==> src/hw/rtl/pcsma_pkg.sv <==
// Shared types and constants of the p-persistent CSMA sender with exponential backoff.
// Used by the sender, its register bank and step logic and the testbench; depends on nothing.
`default_nettype none

package pcsma_pkg;

  // Width of the random samples that take part in the persistence and collision draws.
  localparam int unsigned RandBits = 16;
  localparam logic [15:0] DrawMask =
      (RandBits >= 16) ? 16'hFFFF : 16'((32'd1 << RandBits) - 32'd1);

  localparam int unsigned WaitW     = 20;
  localparam int unsigned CfgIdxW   = 3;
  localparam int unsigned CfgDataW  = 17;
  localparam logic [3:0]  MaxExpCap = 4'd10;

  // Register indexes
  localparam logic [CfgIdxW-1:0] RegPersistThr = 3'd0;
  localparam logic [CfgIdxW-1:0] RegSlotTicks  = 3'd1;
  localparam logic [CfgIdxW-1:0] RegAckTimeout = 3'd2;
  localparam logic [CfgIdxW-1:0] RegMaxExp     = 3'd3;
  localparam logic [CfgIdxW-1:0] RegCollThr    = 3'd4;

  typedef enum logic [2:0] {
    PhIdle    = 3'd0,
    PhSense   = 3'd1,
    PhSlot    = 3'd2,
    PhAck     = 3'd3,
    PhBackoff = 3'd4
  } phase_e;

  typedef struct packed {
    logic        frame_pending;
    logic        chan_busy;
    logic        ack_seen;
    logic [15:0] persist_draw;
    logic [15:0] collide_draw;
    logic [9:0]  backoff_draw;
  } in_item_t;

  typedef struct packed {
    logic        transmit_now;
    logic        collision_flag;
    logic        frame_done;
    logic [7:0]  attempt_count;
    logic [31:0] frame_delay;
    logic [2:0]  phase_code;
  } out_item_t;

  typedef struct packed {
    logic [16:0] persist_thr;
    logic [9:0]  slot_ticks;
    logic [15:0] ack_timeout;
    logic [3:0]  max_exp;
    logic [16:0] coll_thr;
  } cfg_t;

  typedef struct packed {
    phase_e            phase;
    logic [WaitW-1:0]  wait_count;
    logic [7:0]        attempts;
    logic [31:0]       elapsed;
  } state_t;

endpackage

`default_nettype wire

==> src/hw/rtl/pcsma_stream_if.sv <==
// Valid/ready channel carrying one payload struct per transaction.
// The payload type comes from pcsma_pkg at instantiation.
`default_nettype none

interface pcsma_stream_if #(
  parameter type payload_t = logic
) ();
  logic     valid;
  logic     ready;
  payload_t data;

  modport source (output valid, output data, input ready);
  modport sink   (input valid, input data, output ready);
endinterface

`default_nettype wire

==> src/hw/rtl/p_persistent_csma_beb_sender.sv <==
// Top level of the p-persistent CSMA sender with binary exponential backoff.
// Depends on pcsma_pkg, pcsma_stream_if, pcsma_cfg_regs and pcsma_step.
//
// Usage:
//   in_i   sink channel, one transaction per time tick (pcsma_pkg::in_item_t):
//          frame request, carrier sense, ACK flag and three random samples.
//   out_o  source channel, exactly one result transaction per tick
//          (pcsma_pkg::out_item_t): transmit, collision, done, attempts,
//          delay and the phase after the tick.
//   cfg_*  write port: cfg_we_i high at a clock edge writes cfg_wdata_i into
//          register cfg_idx_i (0 persistence threshold, 1 slot length,
//          2 ACK timeout, 3 backoff exponent limit, 4 collision threshold).
//          Write only while no tick is in flight.
// Timing: a tick accepted into the input register is evaluated by pcsma_step
//   and lands in the result register once that register is free, and
//   out_o.valid rises with it. One tick per cycle sustained while out_o.ready
//   stays high; the rate is set by the combinational state update between input and result registers.
// Stall: while out_o.ready is low the result holds; one more tick is taken
//   into the input register, then in_i.ready drops until the result drains.
// Reset: phase idle, counters zero, registers at their defaults, both
//   channels empty.
`default_nettype none

module p_persistent_csma_beb_sender (
  input  wire logic                            clk_i,
  input  wire logic                            rst_ni,
  pcsma_stream_if.sink                         in_i,
  pcsma_stream_if.source                       out_o,
  input  wire logic                            cfg_we_i,
  input  wire logic [pcsma_pkg::CfgIdxW-1:0]   cfg_idx_i,
  input  wire logic [pcsma_pkg::CfgDataW-1:0]  cfg_wdata_i
);

  pcsma_pkg::cfg_t      cfg;
  pcsma_pkg::in_item_t  in_data_q;
  logic                 in_vld_q, in_vld_d;
  pcsma_pkg::out_item_t out_data_q, res;
  logic                 out_vld_q, out_vld_d;
  pcsma_pkg::state_t    state_q, state_d;
  logic                 in_take;
  logic                 advance;   // input register moves into the result register

  pcsma_cfg_regs u_cfg (
    .clk_i       (clk_i),
    .rst_ni      (rst_ni),
    .cfg_we_i    (cfg_we_i),
    .cfg_idx_i   (cfg_idx_i),
    .cfg_wdata_i (cfg_wdata_i),
    .cfg_o       (cfg)
  );

  pcsma_step u_step (
    .state_i (state_q),
    .item_i  (in_data_q),
    .cfg_i   (cfg),
    .state_o (state_d),
    .res_o   (res)
  );

  // Handshake: the result register frees as it is taken, so the input
  // register can refill in the same cycle.
  assign advance     = in_vld_q && (!out_vld_q || out_o.ready);
  assign in_i.ready  = !in_vld_q || advance;
  assign in_take     = in_i.valid && in_i.ready;

  assign in_vld_d  = in_take ? 1'b1 : (advance ? 1'b0 : in_vld_q);
  assign out_vld_d = advance ? 1'b1 : (out_o.ready ? 1'b0 : out_vld_q);

  always_ff @(posedge clk_i or negedge rst_ni) begin
    if (!rst_ni) begin
      in_vld_q           <= 1'b0;
      out_vld_q          <= 1'b0;
      state_q.phase      <= pcsma_pkg::PhIdle;
      state_q.wait_count <= '0;
      state_q.attempts   <= 8'd0;
      state_q.elapsed    <= 32'd0;
    end else begin
      in_vld_q  <= in_vld_d;
      out_vld_q <= out_vld_d;
      if (advance) state_q <= state_d;
    end
  end

  // Payload registers, no reset
  always_ff @(posedge clk_i) begin
    if (in_take) in_data_q <= in_i.data;
    if (advance) out_data_q <= res;
  end

  assign out_o.valid = out_vld_q;
  assign out_o.data  = out_data_q;

  // An ACK completion always returns the sender to idle.
  a_done_idle: assert property (@(posedge clk_i) disable iff (!rst_ni)
    advance && res.frame_done |=> state_q.phase == pcsma_pkg::PhIdle)
    else $error("frame_done without return to idle");

  // A clean transmission always waits for its ACK.
  a_tx_ack: assert property (@(posedge clk_i) disable iff (!rst_ni)
    advance && res.transmit_now && !res.collision_flag |=> state_q.phase == pcsma_pkg::PhAck)
    else $error("clean transmission did not enter ACK wait");

  // Within a frame the attempt count never goes down.
  a_att_mono: assert property (@(posedge clk_i) disable iff (!rst_ni)
    advance && state_q.phase != pcsma_pkg::PhIdle |=> state_q.attempts >= $past(state_q.attempts))
    else $error("attempt count decreased within a frame");

  // Input backpressure only when both registers are full and the sink stalls.
  a_ready: assert property (@(posedge clk_i) disable iff (!rst_ni)
    !in_i.ready |-> in_vld_q && out_vld_q && !out_o.ready)
    else $error("input stalled without a full pipeline");

  // A collision is only ever flagged on a transmission.
  a_coll_tx: assert property (@(posedge clk_i) disable iff (!rst_ni)
    out_o.valid && out_o.data.collision_flag |-> out_o.data.transmit_now)
    else $error("collision flagged without transmission");

endmodule

`default_nettype wire

==> src/hw/rtl/pcsma_cfg_regs.sv <==
// Configuration register bank of the CSMA sender.
// Depends on pcsma_pkg for the register indexes and the cfg_t layout.
`default_nettype none

module pcsma_cfg_regs (
  input  wire logic                             clk_i,
  input  wire logic                             rst_ni,
  input  wire logic                             cfg_we_i,
  input  wire logic [pcsma_pkg::CfgIdxW-1:0]    cfg_idx_i,
  input  wire logic [pcsma_pkg::CfgDataW-1:0]   cfg_wdata_i,
  output pcsma_pkg::cfg_t                       cfg_o
);

  pcsma_pkg::cfg_t cfg_q, cfg_d;

  always_comb begin
    cfg_d = cfg_q;
    if (cfg_we_i) begin
      case (cfg_idx_i)
        pcsma_pkg::RegPersistThr: cfg_d.persist_thr = cfg_wdata_i;
        pcsma_pkg::RegSlotTicks:  cfg_d.slot_ticks  = cfg_wdata_i[9:0];
        pcsma_pkg::RegAckTimeout: cfg_d.ack_timeout = cfg_wdata_i[15:0];
        pcsma_pkg::RegMaxExp:     cfg_d.max_exp     = cfg_wdata_i[3:0];
        pcsma_pkg::RegCollThr:    cfg_d.coll_thr    = cfg_wdata_i;
        default: ; // unmapped index: dropped
      endcase
    end
  end

  always_ff @(posedge clk_i or negedge rst_ni) begin
    if (!rst_ni) begin
      cfg_q.persist_thr <= 17'd32768;
      cfg_q.slot_ticks  <= 10'd5;
      cfg_q.ack_timeout <= 16'd200;
      cfg_q.max_exp     <= 4'd6;
      cfg_q.coll_thr    <= 17'd0;
    end else begin
      cfg_q <= cfg_d;
    end
  end

  assign cfg_o = cfg_q;

endmodule

`default_nettype wire

==> src/hw/rtl/pcsma_step.sv <==
// One-tick transition of the sender: next state and result from state, item and config.
// Purely combinational; depends on pcsma_pkg.
`default_nettype none

module pcsma_step (
  input  wire pcsma_pkg::state_t    state_i,
  input  wire pcsma_pkg::in_item_t  item_i,
  input  wire pcsma_pkg::cfg_t      cfg_i,
  output pcsma_pkg::state_t         state_o,
  output pcsma_pkg::out_item_t      res_o
);

  logic [15:0]                  pdraw, cdraw;
  logic                         sense, backoff_go;
  logic                         tx, coll, done;
  logic [31:0]                  delay;
  logic [7:0]                   att_inc;
  logic [3:0]                   exp_raw, exp_lim;
  logic [9:0]                   slot_mask, slots;
  logic [pcsma_pkg::WaitW-1:0]  bo_ticks;
  pcsma_pkg::state_t            st;

  assign pdraw = item_i.persist_draw & pcsma_pkg::DrawMask;
  assign cdraw = item_i.collide_draw & pcsma_pkg::DrawMask;

  always_comb begin
    st         = state_i;
    sense      = 1'b0;
    backoff_go = 1'b0;
    tx         = 1'b0;
    coll       = 1'b0;
    done       = 1'b0;
    delay      = 32'd0;
    att_inc    = 8'd0;
    exp_raw    = 4'd0;
    exp_lim    = 4'd0;
    slot_mask  = 10'd0;
    slots      = 10'd0;
    bo_ticks   = '0;

    if (state_i.phase == pcsma_pkg::PhIdle) begin
      if (item_i.frame_pending) begin
        // frame start: sense in this same tick
        st.attempts = 8'd0;
        st.elapsed  = 32'd0;
        sense       = 1'b1;
      end
    end else begin
      if (st.elapsed != 32'hFFFF_FFFF) st.elapsed = st.elapsed + 32'd1;
      case (state_i.phase)
        pcsma_pkg::PhSense: sense = 1'b1;
        pcsma_pkg::PhSlot, pcsma_pkg::PhBackoff: begin
          if (st.wait_count <= 20'd1) begin
            st.wait_count = '0;
            st.phase      = pcsma_pkg::PhSense;
          end else begin
            st.wait_count = st.wait_count - 20'd1;
          end
        end
        pcsma_pkg::PhAck: begin
          if (item_i.ack_seen) begin
            done          = 1'b1;
            delay         = st.elapsed;
            st.phase      = pcsma_pkg::PhIdle;
            st.wait_count = '0;
          end else if (st.wait_count <= 20'd1) begin
            backoff_go = 1'b1;  // timeout (a zero timeout acts as one tick)
          end else begin
            st.wait_count = st.wait_count - 20'd1;
          end
        end
        default: begin
          st.phase      = pcsma_pkg::PhIdle;
          st.wait_count = '0;
        end
      endcase
    end

    if (sense) begin
      if (item_i.chan_busy || !({1'b0, pdraw} < cfg_i.persist_thr)) begin
        if (cfg_i.slot_ticks == 10'd0) begin
          st.phase      = pcsma_pkg::PhSense;
          st.wait_count = '0;
        end else begin
          st.phase      = pcsma_pkg::PhSlot;
          st.wait_count = {10'd0, cfg_i.slot_ticks};
        end
      end else begin
        tx = 1'b1;
        if ({1'b0, cdraw} < cfg_i.coll_thr) begin
          coll       = 1'b1;
          backoff_go = 1'b1;
        end else begin
          st.phase      = pcsma_pkg::PhAck;
          st.wait_count = {4'd0, cfg_i.ack_timeout};
        end
      end
    end

    if (backoff_go) begin
      att_inc     = (st.attempts == 8'hFF) ? st.attempts : st.attempts + 8'd1;
      st.attempts = att_inc;
      exp_raw     = (att_inc < {4'd0, cfg_i.max_exp}) ? att_inc[3:0] : cfg_i.max_exp;
      exp_lim     = (exp_raw > pcsma_pkg::MaxExpCap) ? pcsma_pkg::MaxExpCap : exp_raw;
      slot_mask   = 10'((11'd1 << exp_lim) - 11'd1);
      slots       = item_i.backoff_draw & slot_mask;
      bo_ticks    = pcsma_pkg::WaitW'({10'd0, slots} * {10'd0, cfg_i.slot_ticks});
      if (bo_ticks == '0) begin
        st.phase      = pcsma_pkg::PhSense;
        st.wait_count = '0;
      end else begin
        st.phase      = pcsma_pkg::PhBackoff;
        st.wait_count = bo_ticks;
      end
    end
  end

  assign state_o            = st;
  assign res_o.transmit_now   = tx;
  assign res_o.collision_flag = coll;
  assign res_o.frame_done     = done;
  assign res_o.attempt_count  = st.attempts;
  assign res_o.frame_delay    = delay;
  assign res_o.phase_code     = st.phase;

endmodule

`default_nettype wire

==> src/flat_wrapper.sv <==
// flat-port wrapper written by rule: the top's interface ports become plain ports
module p_persistent_csma_beb_sender_flat import pcsma_pkg::*;
  (clk_i, rst_ni, cfg_we_i, cfg_idx_i, cfg_wdata_i, in_i_valid, in_i_data, in_i_ready, out_o_valid, out_o_data, out_o_ready);
  pcsma_stream_if #(.payload_t(in_item_t)) in_i_i ();
  pcsma_stream_if #(.payload_t(out_item_t)) out_o_i ();
  input  wire logic clk_i;
  input  wire logic rst_ni;
  input  wire logic cfg_we_i;
  input  wire logic [pcsma_pkg::CfgIdxW-1:0] cfg_idx_i;
  input  wire logic [pcsma_pkg::CfgDataW-1:0] cfg_wdata_i;
  input wire logic [$bits(in_i_i.valid)-1:0] in_i_valid;
  input wire logic [$bits(in_i_i.data)-1:0] in_i_data;
  output wire logic [$bits(in_i_i.ready)-1:0] in_i_ready;
  output wire logic [$bits(out_o_i.valid)-1:0] out_o_valid;
  output wire logic [$bits(out_o_i.data)-1:0] out_o_data;
  input wire logic [$bits(out_o_i.ready)-1:0] out_o_ready;
  assign in_i_i.valid = in_i_valid;
  assign in_i_i.data = in_i_data;
  assign in_i_ready = in_i_i.ready;
  assign out_o_valid = out_o_i.valid;
  assign out_o_data = out_o_i.data;
  assign out_o_i.ready = out_o_ready;
  p_persistent_csma_beb_sender u_core (.clk_i(clk_i), .rst_ni(rst_ni), .in_i(in_i_i), .out_o(out_o_i), .cfg_we_i(cfg_we_i), .cfg_idx_i(cfg_idx_i), .cfg_wdata_i(cfg_wdata_i));
endmodule
==> config.mk <==
export PLATFORM = sky130hd
export DESIGN_NAME = p_persistent_csma_beb_sender_flat
export DESIGN_NICKNAME = d
export VERILOG_FILES = /design/src/hw/rtl/pcsma_pkg.sv /design/src/hw/rtl/pcsma_stream_if.sv /design/src/hw/rtl/p_persistent_csma_beb_sender.sv /design/src/hw/rtl/pcsma_cfg_regs.sv /design/src/hw/rtl/pcsma_step.sv /design/src/flat_wrapper.sv
export SDC_FILE = /design/constraint.sdc
export NUM_CORES = 1
export LEC_CHECK = 0
export BUFFER_PORTS_ARGS = -buffer_cell sky130_fd_sc_hd__buf_2
export CAP_MARGIN = 20
export CORE_UTILIZATION = 56
export CTS_CLUSTER_DIAMETER = 50
export DETAILED_ROUTE_END_ITERATION = 8
export PLACE_DENSITY = 0.76
export REMOVE_ABC_BUFFERS = 1
export SYNTH_ARGS = -nofsm -noshare
export SYNTH_HDL_FRONTEND = slang
export SYNTH_HIERARCHICAL = 1
export SYNTH_SLANG_ARGS = --single-unit
==> constraint.sdc <==
create_clock -name clk_i -period 10.25 [get_ports clk_i]
set_input_delay 1.5375 -clock clk_i [delete_from_list [all_inputs] [get_ports clk_i]]
set_output_delay 1.5375 -clock clk_i [all_outputs]
set_load 0.005 [all_outputs]
==> results.toml <==
[status]
status = "completed"

[placed_design]
dp_slack_ps = -99.57
place_hpwl_um = 27690
place_inst = 1969
io_buffers = 117
placed_area_um2 = 16940
routabilityCongestion = 0.9359

[cts]
clkTransAtPathRegs_ps = 60
insertion_delay_ps = 590
clock_sinks = 220
cts_made_buffers = 30
cts_buffer_depth = 3
cts_root_buf = "clkbuf_16"
htreeDepth = 1
cts_tree = "built"

[yosys]
syn_area_per_cell_um2 = 10.55
syn_inst = 1524
synth.most_common_cell = "dfrtp_1"
synthTopCellsByArea = "dfrtp_1, edfxtp_1, fa_1"
syn_area_um2 = 16080
yosys.area.top_type = "dfrtp_1"
synth.distinct_cells = 100
yosysTopAreaCellShare = 0.1883
netlist_top_cells_count = "dfrtp_1, inv_1, nand2_1, ha_1, edfxtp_1"
synthArstFlopShare = 0.5864
synth-edff-count = 91
synth_flop_cell = "dfrtp_1"
synth_seq_cells = 220
yosysWarnings = 6
ys_seq_area_frac = 0.3713

[worst_setup_path]
rrSetupSlack_ps = 420
cp.arrival_ps = 10290
path_class = "reg2reg"
cp_max_fo = 10
worst-path-stages = 37
cp_slowest_cell = "or4b_4"
r2r-start = "u_core/state_q[62]"
path_delay_family = "adder cells"
cp_slowest_stage_delay_ps = 590
critPathLaunchType = "register"
r2r_cells = 37
worstSetupStartpoint = "u_core/state_q[62]"
critical_path_buf_inv_count = 7
r2r_end = "u_core/state_q[60]"
critical_path_required_ps = 10710
cp_common_cell = "inv_1"
cp-end-kind = "register"

[pwr]
power-per-cell-area_nw_per_um2 = 324.4
cellLeakagePower_uw = 0.008127
irDropWorstVdd_mv = 0.2779
total_power_uw = 5866

[drt]
avgRoutedWirePerCell_um = 19.10
via_per_inst = 6.090
antenna_left = 0
routed_wirelength_um = 38780
vias = 12360
dr.first_iter.drc_count = 1139
dr.pass1.iters = 5
drc = 0

[floorplan]
dieWidth_um = 171.5
initial_core_util = 0.5741
fp.dieH_um = 171.5
dieArea_um2 = 29400
core_area_um2 = 28010
ios = 118
rows = 61

[cells_and_area]
seqCellArea_um2 = 5971
drive_gt1_frac = 0.2421
nets = 1854
final_cells = 2030
fillers = 2251
antennaDiodeCount = 0
stdcell_area_um2 = 18090
area_growth_pct = 12.46
multi_input_area_um2 = 9346

[hold_path]
min_path_type = "reg2reg"
whs_path_depth = 1
hold_path_startpoint = "u_core/u_cfg/cfg_o[4]"
min_to = "u_core/u_cfg/cfg_o[4]"

[grt]
grt.overflow.total = 0
grt_pass1_wl_um = 61130
antenna_found_initial = 0
grt_max_degree = 73
grt_util_all_layers = 0.2633
grt_pass1_vias = 11790

[sta]
finalHoldViolations = 0
setup_ws_ps = 424.5
tns_ps = 0
max_freq_ghz = 0.1018
slew_headroom = 0.3516
drv_slew = 0
fin_crit_sh = 0.9586
setup_viol = 0
worst_slew_pin_slew_ps = 963.7
period_needed_ps = 9826
clock_skew_ps = 40.78
rsz0062_at_grt = "no"

[flow_run]
drv_cap = 0
[layout make-up]
cell class / instances / share of cell area
well taps: 378 / 0.02615
inverters: 121 / 0.02525
clock inverters: 18 / 0.01010
clock buffers: 38 / 0.04372
flip-flops and latches: 220 / 0.3301
repair buffers: 154 / 0.04787
multi-input cells: 1101 / 0.5168
[metrics by stage]
stage / utilization / hold WS, ps
2_1_floorplan: - / 473.9
3_3_place_gp: 0.6048 / 489.3
3_5_place_dp: 0.6048 / 493.3
4_1_cts: 0.6398 / 509.9
5_1_grt: 0.6457 / 515.5
6_report: 0.6457 / 505.5
[registers in the layout (all words and copies together), names as in the netlist]
name	count
u_core/u_cfg/cfg_o	64
u_core/in_vld_q	1
u_core/out_o.valid	1
u_core/in_data_q	45
u_core/state_q	63
u_core/out_o.data	46
[worst max-delay path by stage]
stage,endpoint,slack (ps)
2_1_floorplan,u_core/state_q[62],-90
4_1_cts,u_core/state_q[62],30
6_report,u_core/state_q[60],420
5_1_grt,u_core/state_q[62],4
3_3_place_gp,u_core/state_q[62],50
3_5_place_dp,u_core/state_q[62],-100
[cell families after synthesis]
kind of cell               count (synthesis)  share of synthesized area
AOI/OAI and AO/OA                        305                     0.1313
xor gates and xnor gates                  42                    0.02287
adders and majority gates                156                     0.1503
buffers and inverters                    204                    0.05711
DFF                                      220                     0.3713
muxes                                    138                     0.1131
and+or+nand+nor                          459                     0.1540
[what timing repair did]
| item | 4_1_cts | 5_1_grt |
|---|---|---|
| pin swaps | 0 | 9 |
| setup buffers | 0 | 4 |
| cloned | 0 | 1 |
| hold endpoints to repair | 0 | 0 |
| gates resized for setup | 2 | 23 |
| setup endpoints to repair | 2 | 7 |
| hold buffers | 0 | 0 |
[cell usage in the layout, fill, tap and decap left out, types with 27 or more instances in the layout]
| master | synthesis | final |
|---|---|---|
| inv_1 | 119 | 118 |
| and3_1 | 33 | 32 |
| fa_1 | 62 | 62 |
| buf_4 | 14 | 38 |
| buf_2 | 9 | 116 |
| clkbuf_16 | 0 | 30 |
| dfrtp_1 | 121 | 121 |
| and2_1 | 59 | 58 |
| o21ai_0 | 63 | 63 |
| a31oi_1 | 28 | 27 |
| edfxtp_1 | 91 | 91 |
| nand3_1 | 39 | 38 |
| ha_1 | 94 | 89 |
| mux2_4 | 70 | 70 |
| nand2_1 | 104 | 104 |
| mux2_2 | 60 | 60 |
| a21oi_1 | 62 | 60 |
| nor2_1 | 89 | 89 |
[worst reg2reg max path: cells and delay by family, from the launching register on]
kind | cells | cell delay (ps)
flops | 1 | 380
mux | 4 | 1410
fa+ha+maj | 9 | 3190
compound gates | 7 | 1550
buf+inv | 7 | 600
simple gates | 10 | 2610
[power by group]
| group | switching (µW) | internal [µW] | leakage [µW] |
|---|---|---|---|
| combinational | 2170 | 1480 | 0.00513 |
| sequential | 157 | 1070 | 0.00252 |
| clock | 424 | 563 | 0.000469 |
| total | 2760 | 3110 | 0.00813 |
[routing by layer]
metal	GRT usage	routed length, µm
met2	0.4262	18140
met1	0.3603	16490
met5	0	0
met4	0.07453	864
met3	0.04924	3281
(Power assumes the default switching activity.)
